===== src/hdl/rtpc_pkg.sv =====
// Shared types, constants and the arctangent table for the rectangular-to-polar converter.
package rtpc_pkg;

  localparam int DATA_WIDTH         = 16;
  localparam int CORDIC_STAGES_DEF  = 16;
  localparam int CORDIC_STAGES_MAX  = 32;
  localparam int GUARD_BITS         = 8;
  localparam int XY_WIDTH           = DATA_WIDTH + GUARD_BITS + 3;
  localparam int ANG_WIDTH          = 32;
  localparam int IDX_WIDTH          = $clog2(CORDIC_STAGES_MAX);
  localparam int GAIN_WIDTH         = 24;
  localparam logic [GAIN_WIDTH-1:0] GAIN_Q24  = 24'd10188014;
  localparam logic [ANG_WIDTH-1:0]  HALF_TURN = 32'h8000_0000;

  typedef struct packed {
    logic signed [DATA_WIDTH-1:0] real_part;
    logic signed [DATA_WIDTH-1:0] imag_part;
  } rtpc_in_t;

  typedef struct packed {
    logic [DATA_WIDTH-1:0] magnitude;
    logic [DATA_WIDTH-1:0] phase_turns;
  } rtpc_out_t;

  typedef struct packed {
    logic                       zero;
    logic signed [XY_WIDTH-1:0] x;
    logic signed [XY_WIDTH-1:0] y;
    logic [ANG_WIDTH-1:0]       z;
  } rtpc_vec_t;

  function automatic logic [ANG_WIDTH-1:0] atan_turns(input logic [IDX_WIDTH-1:0] idx);
    logic [ANG_WIDTH-1:0] r;
    case (idx)
      5'd0:    r = 32'h2000_0000;
      5'd1:    r = 32'h12E4_051E;
      5'd2:    r = 32'h09FB_385B;
      5'd3:    r = 32'h0511_11D4;
      5'd4:    r = 32'h028B_0D43;
      5'd5:    r = 32'h0145_D7E1;
      5'd6:    r = 32'h00A2_F61E;
      5'd7:    r = 32'h0051_7C55;
      5'd8:    r = 32'h0028_BE53;
      5'd9:    r = 32'h0014_5F2F;
      5'd10:   r = 32'h000A_2F98;
      5'd11:   r = 32'h0005_17CC;
      5'd12:   r = 32'h0002_8BE6;
      5'd13:   r = 32'h0001_45F3;
      5'd14:   r = 32'h0000_A2F9;
      5'd15:   r = 32'h0000_517C;
      5'd16:   r = 32'h0000_28BE;
      5'd17:   r = 32'h0000_145F;
      5'd18:   r = 32'h0000_0A2F;
      5'd19:   r = 32'h0000_0517;
      5'd20:   r = 32'h0000_028B;
      5'd21:   r = 32'h0000_0145;
      5'd22:   r = 32'h0000_00A2;
      5'd23:   r = 32'h0000_0051;
      5'd24:   r = 32'h0000_0028;
      5'd25:   r = 32'h0000_0014;
      5'd26:   r = 32'h0000_000A;
      5'd27:   r = 32'h0000_0005;
      5'd28:   r = 32'h0000_0002;
      5'd29:   r = 32'h0000_0001;
      default: r = '0;
    endcase
    return r;
  endfunction

endpackage


===== src/hdl/rtpc_prep.sv =====
// Input stage: scale by guard bits, fold the left half plane, flag zero input.
module rtpc_prep (
  input  logic                 clk,
  input  logic                 rst_n,
  input  logic                 in_valid,
  output logic                 in_ready,
  input  rtpc_pkg::rtpc_in_t   in_data,
  output logic                 out_valid,
  input  logic                 out_ready,
  output rtpc_pkg::rtpc_vec_t  out_data
);

  logic                                     valid_r;
  rtpc_pkg::rtpc_vec_t                      data_r;
  rtpc_pkg::rtpc_vec_t                      data_nxt;
  logic signed [rtpc_pkg::XY_WIDTH-1:0]     x_ext;
  logic signed [rtpc_pkg::XY_WIDTH-1:0]     y_ext;
  logic                                     adv;

  assign adv      = !valid_r || out_ready;
  assign in_ready = adv;

  always_comb begin
    x_ext = rtpc_pkg::XY_WIDTH'(in_data.real_part) <<< rtpc_pkg::GUARD_BITS;
    y_ext = rtpc_pkg::XY_WIDTH'(in_data.imag_part) <<< rtpc_pkg::GUARD_BITS;
    data_nxt.zero = (in_data.real_part == '0) && (in_data.imag_part == '0);
    if (in_data.real_part[rtpc_pkg::DATA_WIDTH-1]) begin
      data_nxt.x = -x_ext;
      data_nxt.y = -y_ext;
      data_nxt.z = rtpc_pkg::HALF_TURN;
    end else begin
      data_nxt.x = x_ext;
      data_nxt.y = y_ext;
      data_nxt.z = '0;
    end
  end

  always_ff @(posedge clk) begin
    if (!rst_n) begin
      valid_r <= 1'b0;
    end else if (adv) begin
      valid_r <= in_valid;
    end
  end

  always_ff @(posedge clk) begin
    if (adv && in_valid) begin
      data_r <= data_nxt;
    end
  end

  assign out_valid = valid_r;
  assign out_data  = data_r;

endmodule


===== src/hdl/rtpc_stage.sv =====
// One registered CORDIC vectoring iteration.
module rtpc_stage #(
  parameter int IDX = 0
) (
  input  logic                 clk,
  input  logic                 rst_n,
  input  logic                 in_valid,
  output logic                 in_ready,
  input  rtpc_pkg::rtpc_vec_t  in_data,
  output logic                 out_valid,
  input  logic                 out_ready,
  output rtpc_pkg::rtpc_vec_t  out_data
);

  logic                                 valid_r;
  rtpc_pkg::rtpc_vec_t                  data_r;
  rtpc_pkg::rtpc_vec_t                  data_nxt;
  logic signed [rtpc_pkg::XY_WIDTH-1:0] dx;
  logic signed [rtpc_pkg::XY_WIDTH-1:0] dy;
  logic [rtpc_pkg::ANG_WIDTH-1:0]       angle;
  logic                                 adv;

  assign adv      = !valid_r || out_ready;
  assign in_ready = adv;
  assign angle    = rtpc_pkg::atan_turns(rtpc_pkg::IDX_WIDTH'(IDX));

  always_comb begin
    dx = in_data.y >>> IDX;
    dy = in_data.x >>> IDX;
    data_nxt.zero = in_data.zero;
    if (!in_data.y[rtpc_pkg::XY_WIDTH-1]) begin
      data_nxt.x = in_data.x + dx;
      data_nxt.y = in_data.y - dy;
      data_nxt.z = in_data.z + angle;
    end else begin
      data_nxt.x = in_data.x - dx;
      data_nxt.y = in_data.y + dy;
      data_nxt.z = in_data.z - angle;
    end
  end

  always_ff @(posedge clk) begin
    if (!rst_n) begin
      valid_r <= 1'b0;
    end else if (adv) begin
      valid_r <= in_valid;
    end
  end

  always_ff @(posedge clk) begin
    if (adv && in_valid) begin
      data_r <= data_nxt;
    end
  end

  assign out_valid = valid_r;
  assign out_data  = data_r;

endmodule


===== src/hdl/rtpc_post.sv =====
// Output stages: gain multiply, then round, saturate and register the item.
module rtpc_post (
  input  logic                 clk,
  input  logic                 rst_n,
  input  logic                 in_valid,
  output logic                 in_ready,
  input  rtpc_pkg::rtpc_vec_t  in_data,
  output logic                 out_valid,
  input  logic                 out_stall,
  output rtpc_pkg::rtpc_out_t  out_data
);

  localparam int XU_WIDTH   = rtpc_pkg::XY_WIDTH - 1;
  localparam int PROD_WIDTH = XU_WIDTH + rtpc_pkg::GAIN_WIDTH;
  localparam int SUM_WIDTH  = PROD_WIDTH + 1;
  localparam int RND_SHIFT  = 32;
  localparam int MAGF_WIDTH = SUM_WIDTH - RND_SHIFT;
  localparam int DW         = rtpc_pkg::DATA_WIDTH;

  logic                             mul_valid_r;
  logic [PROD_WIDTH-1:0]            prod_r;
  logic [rtpc_pkg::ANG_WIDTH-1:0]   z_r;
  logic                             zero_r;
  logic [PROD_WIDTH-1:0]            prod_nxt;
  logic                             out_valid_r;
  rtpc_pkg::rtpc_out_t              out_data_r;
  rtpc_pkg::rtpc_out_t              out_data_nxt;
  logic [SUM_WIDTH-1:0]             rnd_sum;
  logic [MAGF_WIDTH-1:0]            mag_full;
  logic [rtpc_pkg::ANG_WIDTH-1:0]   z_rnd;
  logic                             out_adv;
  logic                             mul_adv;

  assign out_adv  = !out_valid_r || !out_stall;
  assign mul_adv  = !mul_valid_r || out_adv;
  assign in_ready = mul_adv;

  assign prod_nxt = PROD_WIDTH'(in_data.x[XU_WIDTH-1:0]) * PROD_WIDTH'(rtpc_pkg::GAIN_Q24);

  always_ff @(posedge clk) begin
    if (!rst_n) begin
      mul_valid_r <= 1'b0;
    end else if (mul_adv) begin
      mul_valid_r <= in_valid;
    end
  end

  always_ff @(posedge clk) begin
    if (mul_adv && in_valid) begin
      prod_r <= prod_nxt;
      z_r    <= in_data.z;
      zero_r <= in_data.zero;
    end
  end

  always_comb begin
    rnd_sum  = SUM_WIDTH'(prod_r) + (SUM_WIDTH'(1) << (RND_SHIFT - 1));
    mag_full = rnd_sum[SUM_WIDTH-1:RND_SHIFT];
    z_rnd    = z_r + (rtpc_pkg::ANG_WIDTH'(1) << (rtpc_pkg::ANG_WIDTH - DW - 1));
    if (zero_r) begin
      out_data_nxt.magnitude   = '0;
      out_data_nxt.phase_turns = '0;
    end else begin
      if (|mag_full[MAGF_WIDTH-1:DW]) begin
        out_data_nxt.magnitude = '1;
      end else begin
        out_data_nxt.magnitude = mag_full[DW-1:0];
      end
      out_data_nxt.phase_turns = z_rnd[rtpc_pkg::ANG_WIDTH-1:rtpc_pkg::ANG_WIDTH-DW];
    end
  end

  always_ff @(posedge clk) begin
    if (!rst_n) begin
      out_valid_r <= 1'b0;
    end else if (out_adv) begin
      out_valid_r <= mul_valid_r;
    end
  end

  always_ff @(posedge clk) begin
    if (out_adv && mul_valid_r) begin
      out_data_r <= out_data_nxt;
    end
  end

  assign out_valid = out_valid_r;
  assign out_data  = out_data_r;

endmodule


===== src/hdl/rect_to_polar_converter_top.sv =====
// Top level of the pipelined CORDIC rectangular-to-polar converter.
//
//   channel | direction | handshake           | payload
//   in      | input     | in_valid / in_stall | rtpc_in_t  (real_part, imag_part)
//   out     | output    | out_valid/out_stall | rtpc_out_t (magnitude, phase_turns)
//
// One item per cycle sustained while out_stall is low. The path runs through the input
// stage register, one register per CORDIC iteration, the gain multiply register
// and the output register.
// rst_n clears all valid bits; no state survives between items.
// out_stall holds the output register; earlier stages keep filling bubbles and
// in_stall rises only when every stage holds an item.
module rect_to_polar_converter_top #(
  parameter int CORDIC_STAGES = rtpc_pkg::CORDIC_STAGES_DEF
) (
  input  logic                clk,
  input  logic                rst_n,
  input  logic                in_valid,
  output logic                in_stall,
  input  rtpc_pkg::rtpc_in_t  in_data,
  output logic                out_valid,
  input  logic                out_stall,
  output rtpc_pkg::rtpc_out_t out_data
);

  logic                vld   [0:CORDIC_STAGES];
  logic                rdy   [0:CORDIC_STAGES];
  rtpc_pkg::rtpc_vec_t vec   [0:CORDIC_STAGES];
  logic                in_ready;

  assign in_stall = !in_ready;

  rtpc_prep u_prep (
    .clk       (clk),
    .rst_n     (rst_n),
    .in_valid  (in_valid),
    .in_ready  (in_ready),
    .in_data   (in_data),
    .out_valid (vld[0]),
    .out_ready (rdy[0]),
    .out_data  (vec[0])
  );

  for (genvar k = 0; k < CORDIC_STAGES; k++) begin : g_stage
    rtpc_stage #(
      .IDX (k)
    ) u_stage (
      .clk       (clk),
      .rst_n     (rst_n),
      .in_valid  (vld[k]),
      .in_ready  (rdy[k]),
      .in_data   (vec[k]),
      .out_valid (vld[k+1]),
      .out_ready (rdy[k+1]),
      .out_data  (vec[k+1])
    );
  end

  rtpc_post u_post (
    .clk       (clk),
    .rst_n     (rst_n),
    .in_valid  (vld[CORDIC_STAGES]),
    .in_ready  (rdy[CORDIC_STAGES]),
    .in_data   (vec[CORDIC_STAGES]),
    .out_valid (out_valid),
    .out_stall (out_stall),
    .out_data  (out_data)
  );

endmodule


===== config.mk =====
export PLATFORM = sky130hd
export DESIGN_NAME = rect_to_polar_converter_top
export DESIGN_NICKNAME = d
export VERILOG_FILES = /design/src/hdl/rtpc_pkg.sv /design/src/hdl/rtpc_prep.sv /design/src/hdl/rtpc_stage.sv /design/src/hdl/rtpc_post.sv /design/src/hdl/rect_to_polar_converter_top.sv
export SDC_FILE = /design/constraint.sdc
export NUM_CORES = 2
export LEC_CHECK = 0
export ABC_AREA = 0
export BUFFER_PORTS_ARGS = -buffer_cell sky130_fd_sc_hd__buf_2
export CAP_MARGIN = 20
export CORE_UTILIZATION = 45
export DETAILED_ROUTE_END_ITERATION = 10
export PLACE_DENSITY = 0.66
export REMOVE_ABC_BUFFERS = 1
export SLEW_MARGIN = 20
export SYNTH_ARGS = -nofsm -noshare
export SYNTH_HDL_FRONTEND = slang
export SYNTH_SLANG_ARGS = --single-unit

===== constraint.sdc =====
create_clock -name clk -period 7.8 [get_ports clk]
set_input_delay 0.39 -clock clk [delete_from_list [all_inputs] [get_ports clk]]
set_output_delay 0.39 -clock clk [all_outputs]
set_load 0.005 [all_outputs]

# --- Yosys cells after proc, flatten, opt, wreduce, memory -nomap -nowiden ---
# Cells that the tools add are included.
word_totals:
  reg_bits: 1584
  inputBits: 36
  output_inout_bits: 34
  word_cells: 274
op_classes:
  add_sub_neg: 99
  multipliers: 1
  muxes: 18
  reduce_logical: 63
ops:
  columns: ["operator", "count"]
  rows:
  - ["86-bit 2-to-1 mux", 15]
  - ["85-bit 2-to-1 mux", 1]
  - ["82-bit 2-to-1 mux", 1]
  - ["32-bit by 16-bit adder with 32-bit output (second input constant)", 2]
  - ["27-bit by 13-bit adder with 27-bit output", 2]
  - ["27-bit by 14-bit adder with 27-bit output", 2]
  - ["27-bit by 15-bit adder with 27-bit output", 2]
  - ["27-bit by 16-bit adder with 27-bit output", 2]
  - ["27-bit by 17-bit adder with 27-bit output", 2]
  - ["27-bit by 18-bit adder with 27-bit output", 2]
  - ["27-bit by 19-bit adder with 27-bit output", 2]
  - ["27-bit by 20-bit adder with 27-bit output", 2]
  - ["27-bit by 21-bit adder with 27-bit output", 2]
  - ["27-bit by 22-bit adder with 27-bit output", 2]
  - ["27-bit by 23-bit adder with 27-bit output", 2]
  - ["27-bit by 24-bit adder with 27-bit output", 2]
  - ["27-bit by 25-bit adder with 27-bit output", 2]
  - ["27-bit by 26-bit adder with 27-bit output", 2]
  - ["24-bit negation with 27-bit output", 2]
  - ["27-bit by 13-bit subtractor with 27-bit output", 2]
  - ["27-bit by 14-bit subtractor with 27-bit output", 2]
  - ["27-bit by 15-bit subtractor with 27-bit output", 2]
  - ["27-bit by 16-bit subtractor with 27-bit output", 2]
  - ["27-bit by 17-bit subtractor with 27-bit output", 2]
  - ["54 further kinds", 122]

# --- Logic depth before layout (Yosys ltp) ---
logic_depth:
  word_depth: 21
  depth_mapped: 25
  ltp_nobuf: 25

# --- By module ---
# Synthesis repeated with hierarchy kept, for this count alone.
unflattened:
  hier_cells: 15081
  area_unflattened_um2: 142367.8
modules_own_cells:
  columns: ["module", "instances", "cells_per_inst", "area_per_inst_um2"]
  rows:
  - ["rtpc_post", 1, 1493, 15431.0]
  - ["rtpc_stage at g_stage[2].u_stage", 1, 870, 8089.0]
  - ["rtpc_stage at g_stage[7].u_stage", 1, 871, 8070.2]
  - ["rtpc_stage at g_stage[3].u_stage", 1, 869, 8023.9]
  - ["rtpc_stage at g_stage[4].u_stage", 1, 862, 7966.4]
  - ["rtpc_stage at g_stage[8].u_stage", 1, 864, 7883.8]
  - ["rtpc_stage at g_stage[1].u_stage", 1, 850, 7866.3]
  - ["rtpc_stage at g_stage[13].u_stage", 1, 829, 7850.0]
  - ["rtpc_stage at g_stage[11].u_stage", 1, 848, 7840.0]
  - ["rtpc_stage at g_stage[14].u_stage", 1, 861, 7827.5]
  - ["rtpc_stage at g_stage[12].u_stage", 1, 839, 7815.0]
  - ["rtpc_stage at g_stage[5].u_stage", 1, 836, 7748.7]
  - ["rtpc_stage at g_stage[10].u_stage", 1, 824, 7741.2]
  - ["rtpc_stage at g_stage[9].u_stage", 1, 830, 7678.6]
  - ["5 more rows", null, null, null]

# --- Worst setup path before layout ---
# Ideal clock, no wire load.
synth_path:
  kind: "input to register"
  startpoint: "input port out_stall"
  endpoint: "register g_stage[7].u_stage.data_r (netlist bit g_stage[7].u_stage.out_data[10]) (enable)"
  setup_ps: 662
  t_arrival_ps: 7595
  required_time_ps: 7138
  path_slack_ps: -456
  stages: 8
  path_cell_list: "nand2_1 > nor2_1 > and2_1 > clkbuf_1 > and3_1 > and3_1 > clkbuf_1 > a21boi_0"
synth_between:
  elab_chain_len: 13
synth_lines:
  columns: ["item", "line_no", "source"]
  rows:
  - ["start: declaration", "rect_to_polar_converter_top.sv:22", "input logic out_stall,"]
  - ["1-bit zero test", "rtpc_post.sv:34", "assign out_adv = !out_valid_r || !out_stall;"]
  - ["1-bit logical OR", "rtpc_post.sv:34", null]
  - ["1-bit logical OR", "rtpc_post.sv:35", "assign mul_adv = !mul_valid_r || out_adv;"]
  - ["1-bit logical OR (9 in series)", "rtpc_stage.sv:23", "assign adv = !valid_r || out_ready;"]
  - ["1-bit logical AND", "rtpc_stage.sv:51", "if (adv && in_valid) begin"]
  - ["end signal: assignment", "rtpc_stage.sv:52", "data_r <= data_nxt;"]
  - ["end: declaration", "rtpc_stage.sv:16", "rtpc_pkg::rtpc_vec_t data_r;"]
# Every way passes these cells.
# A chain may end at the register's enable or synchronous reset.

# --- Final worst setup path ---
layout_path:
  startpoint: "register g_stage[15].u_stage.data_r (netlist bit g_stage[15].u_stage.out_data[70])"
  endpoint: "register u_post.prod_r[49] (data pin)"
layout_between:
  elab_chain_len: 1
layout_lines:
  columns: ["item", "line_no", "source"]
  rows:
  - ["start: declaration", "rtpc_stage.sv:16", null]
  - ["start signal: assignment", "rtpc_stage.sv:52", null]
  - ["26-bit by 23-bit multiplier with 49-bit output", "rtpc_post.sv:38", "assign prod_nxt = PROD_WIDTH'(in_data.x[XU_WIDTH-1:0]) * PROD_WIDTH'(rtpc_pkg::GAIN_Q24);"]
  - ["via u_post.prod_nxt[49]", "rtpc_post.sv:24", "logic [PROD_WIDTH-1:0] prod_nxt;"]
  - ["end signal: assignment", "rtpc_post.sv:50", "prod_r <= prod_nxt;"]
  - ["end: declaration", "rtpc_post.sv:21", "logic [PROD_WIDTH-1:0] prod_r;"]
# The timed path passes the listed nets, and every way through them passes these cells.

==> results.sh <==
export IMPL_grt_busiest_layer="met2"
export IMPL_clock_sinks=1340
export IMPL_num_rows=185
export IMPL_path_clk_slew_ps=60
export IMPL_coreArea_mm2=0.255
export IMPL_p_sw_share_pct=23.7
export IMPL_wl_per_cell_um=18.8
export IMPL_drive_gt1_share_pct=4.68
export IMPL_path_delay_family="adder cells"
export IMPL_area_growth_pct=9.48
export IMPL_p_switching_mw=4.16
export IMPL_power_leakage_nw=52.8
export IMPL_post_cts_setup_buffers=0
export IMPL_nNetsFinal=13755
export IMPL_syn_area_mm2=0.116
export IMPL_crit_fanout=4
export IMPL_end_kind="flip-flop"
export IMPL_vias_per_cell=5.60
export IMPL_required_ps=8370
export IMPL_die_area_mm2=0.259
export IMPL_powerDensity_mw_per_mm2=139
export IMPL_hold_path_class="in2reg"
export IMPL_cts_buffer_depth=3
export IMPL_path_cells="inv_1, fa_1, fa_1, fa_1, inv_1, fa_1, fa_1, fa_1, inv_1, fa_1, inv_1, ha_1, nand2_1, o31a_1, or3_1, a31oi_1, o211ai_1, o21ai_2, a211oi_2, o31ai_1, o21a_1, nor2_1, xnor2_1"
export IMPL_crit_path_frequent_cell="fa_1"
export IMPL_grt_pass1_vias=85405
export IMPL_fin_crit_sh_pct=94.4
export IMPL_grt_pass1_wl_mm=461
export IMPL_rsz0062_at_grt="false"
export IMPL_clk_latency_ps=830
export IMPL_grt_overflow=0
export IMPL_yosys_register_bits=1340
export IMPL_wl_mm=290
export IMPL_synth_cell_types=87
export IMPL_min_period_ps=7360
export IMPL_synth_area_leaders="edfxtp_1 (34%), ha_1 (16%), xnor2_1 (7.7%), fa_1 (5.6%), a21oi_1 (4.6%)"
export IMPL_synth_edf_count=1321
export IMPL_drtPass1Iterations=6
export IMPL_ys_top_cells_by_count="ha_1 (1448), edfxtp_1 (1321), nor2_1 (1092)"
export IMPL_postRouteAntennaNets=0
export IMPL_avgSynthCellArea_um2=9.87
export IMPL_drt_iter0_drc=5792
export IMPL_path_class="reg2reg"
export IMPL_vias=86496
export IMPL_setup_viol=0
export IMPL_report_final_slew_viol_count=0
export IMPL_synth_top_area_cell="edfxtp_1"
export IMPL_antenna_found_initial=5
export IMPL_dpl_cell_area_mm2=0.121
export IMPL_use_met1_pct=30.2
export IMPL_synth_ff_type="edfxtp_1"
export IMPL_die_h_um=509
export IMPL_die_x_um=509
export IMPL_yosysMostFrequentCell="ha_1"
export IMPL_gp_congestion=0.919
export IMPL_hold_viol=0
export IMPL_max_cap_violations=0
export IMPL_cts_htree_levels=4
export IMPL_grt_max_degree=87
export IMPL_path_buf_inv=4
export IMPL_async_reset_ff_share_pct=0
export IMPL_netlist_area_leader_share_pct=34.3
export IMPL_comb_power_share_pct=8.8
export IMPL_cts_tree="done"
export IMPL_synth_warnings=0
export IMPL_slew_headroom_pct=22.1
export IMPL_cpMaxStageDelayCell="fa_1"
export IMPL_root_buffer="clkbuf_16"
export IMPL_critPathArrivalTime_ps=7940
export IMPL_status="finished clean"
export IMPL_fin_hold_ws_ps=72.8
export IMPL_p_clk_share_pct=45.0
export IMPL_power_frac_seq_pct=46.2
export IMPL_skew_ps=43.0
export IMPL_start_kind="flip-flop"
export IMPL_peakVddDrop_v=0.000233
export IMPL_cts_buffers_inserted=159
export IMPL_ys_seq_area_share_pct=34.6
export IMPL_intPower_mw=13.4
export IMPL_drc=0
export IMPL_io_buffers=69
export IMPL_crit_path_max_incr_delay_ps=540
export IMPL_grt_util_met2_pct=36.2
export IMPL_use_met3_pct=2.79
export IMPL_hpwl_mm=233
export IMPL_synth_cells=11719
export IMPL_fmax_mhz=136
export IMPL_initial_core_util_pct=45.4
export IMPL_final_design_area_no_fill_mm2=0.127
export IMPL_worst_slew_pin_transition_ps=1150
export IMPL_stdcell_count=15452
export IMPL_dp_cells=15108
export IMPL_io_pins=70
export IMPL_track_usage_pct=22.2
-- layout by cell type, fill, tap and decap left out, drive strengths merged, types with 133 or more instances in the layout --
cell type	instances
clkbuf	194
nand3	210
nor2b	160
nand2	531
nand2b	133
nor3	317
o21a	160
o21bai	140
xnor2	1023
a21o	408
xor2	503
ha	1448
buf	167
inv	983
nor2	1092
o21ai	471
fa	324
a21oi	1067
edfxtp	1321
-- power by group through the flow --
stage	registers, mW	clock network (mW)	logic [mW]
floorplan	8.23	0	1.16
global placement	8.25	0	1.47
detailed placement	8.25	0	1.50
CTS	8.10	8.12	1.53
global route	8.11	8.38	1.74
finish	8.11	7.91	1.55
-- worst reg2reg max path, cell delays in order, from the launching register on --
cell	delay, ps
edfxtp_1	390
inv_1	250
fa_1	490
fa_1	500
fa_1	520
inv_1	50
fa_1	490
fa_1	540
fa_1	540
inv_1	50
fa_1	540
inv_1	40
ha_1	290
nand2_1	120
o31a_1	360
or3_1	380
a31oi_1	230
o211ai_1	250
o21ai_2	260
a211oi_2	110
o31ai_1	340
o21a_1	180
nor2_1	60
xnor2_1	110
-- sequential cells by signal (all words and copies together), names as in the netlist --
| signal | cells |
|---|---|
| u_post.out_data | 32 |
| g_stage.u_stage.out_valid | 16 |
| g_stage.u_stage.out_data | 1212 |
| u_prep.out_valid | 1 |
| u_post.zero_r | 1 |
| u_post.out_valid | 1 |
| u_post.mul_valid_r | 1 |
| u_post.z_r | 17 |
| u_prep.out_data | 40 |
| u_post.prod_r | 19 |
-- stage by stage --
step	utilization (%)	setup TNS, ps	total power [mW]	setup WS (ps)
after floorplan	-	-30840	9.40	-296
after global placement	47.3	0	9.73	458
after detailed placement	47.3	0	9.76	433
after CTS	49.7	0	17.8	374
after global routing	49.7	0	18.2	54.1
final	49.7	0	17.6	436
-- what timing repair did --
| item | in CTS | in global routing |
|---|---|---|
| resized for setup | 0 | 3 |
| hold buffers | 42 | 0 |
| setup endpoints to repair | 0 | 3 |
| endpoints found under the hold margin | 53 | 0 |
-- cells by family (layout without fill, tap and decap cells) --
| family | count (synthesis) | count (layout) | synth area share, % |
|---|---|---|---|
| and+or+nand+nor | 3006 | 3006 | 12.4 |
| AOI/OAI and AO/OA | 2899 | 2899 | 16.0 |
| adders and majority gates | 1772 | 1772 | 21.3 |
| xor gates and xnor gates | 1526 | 1526 | 11.6 |
| DFF | 1340 | 1340 | 34.6 |
| buffers and inverters | 1114 | 1478 | 3.62 |
| muxes | 61 | 61 | 0.566 |
| other | 1 | 4 | 0.00324 |
-- worst paths after layout --
kind         slack (ps)  cells after the start                                        from                                        end
min reg2reg         390                      0   g_stage[10].u_stage.out_data[1]$_DFFE_PP_  g_stage[11].u_stage.out_data[1]$_DFFE_PP_
max reg2reg         440                     23  g_stage[15].u_stage.out_data[70]$_DFFE_PP_                u_post.prod_r[49]$_DFFE_PP_
max                 440                     23  g_stage[15].u_stage.out_data[70]$_DFFE_PP_                u_post.prod_r[49]$_DFFE_PP_
min                  70                      3                                  in_data[1]              u_prep.out_data[43]$_DFFE_PP_
-- layout make-up --
cell class	instances	area, µm²
Sequential cell	1340	40000
Timing Repair Buffer	210	1550
Tap cell	3366	4210
Multi-Input combinational cell	9267	71600
Fill cell	22929	128000
Inverter	969	3640
Clock buffer	194	4170
Antenna cell	1	2.50
Clock inverter	105	1400
-- per-layer routing --
metal	vias up	part of all wire, %
met5	-	0
met4	0	3.5
met3	451	4.6
met2	2029	45
met1	41230	47
li1	42786	-
No activity file was read; power rests on OpenSTA's default activity.
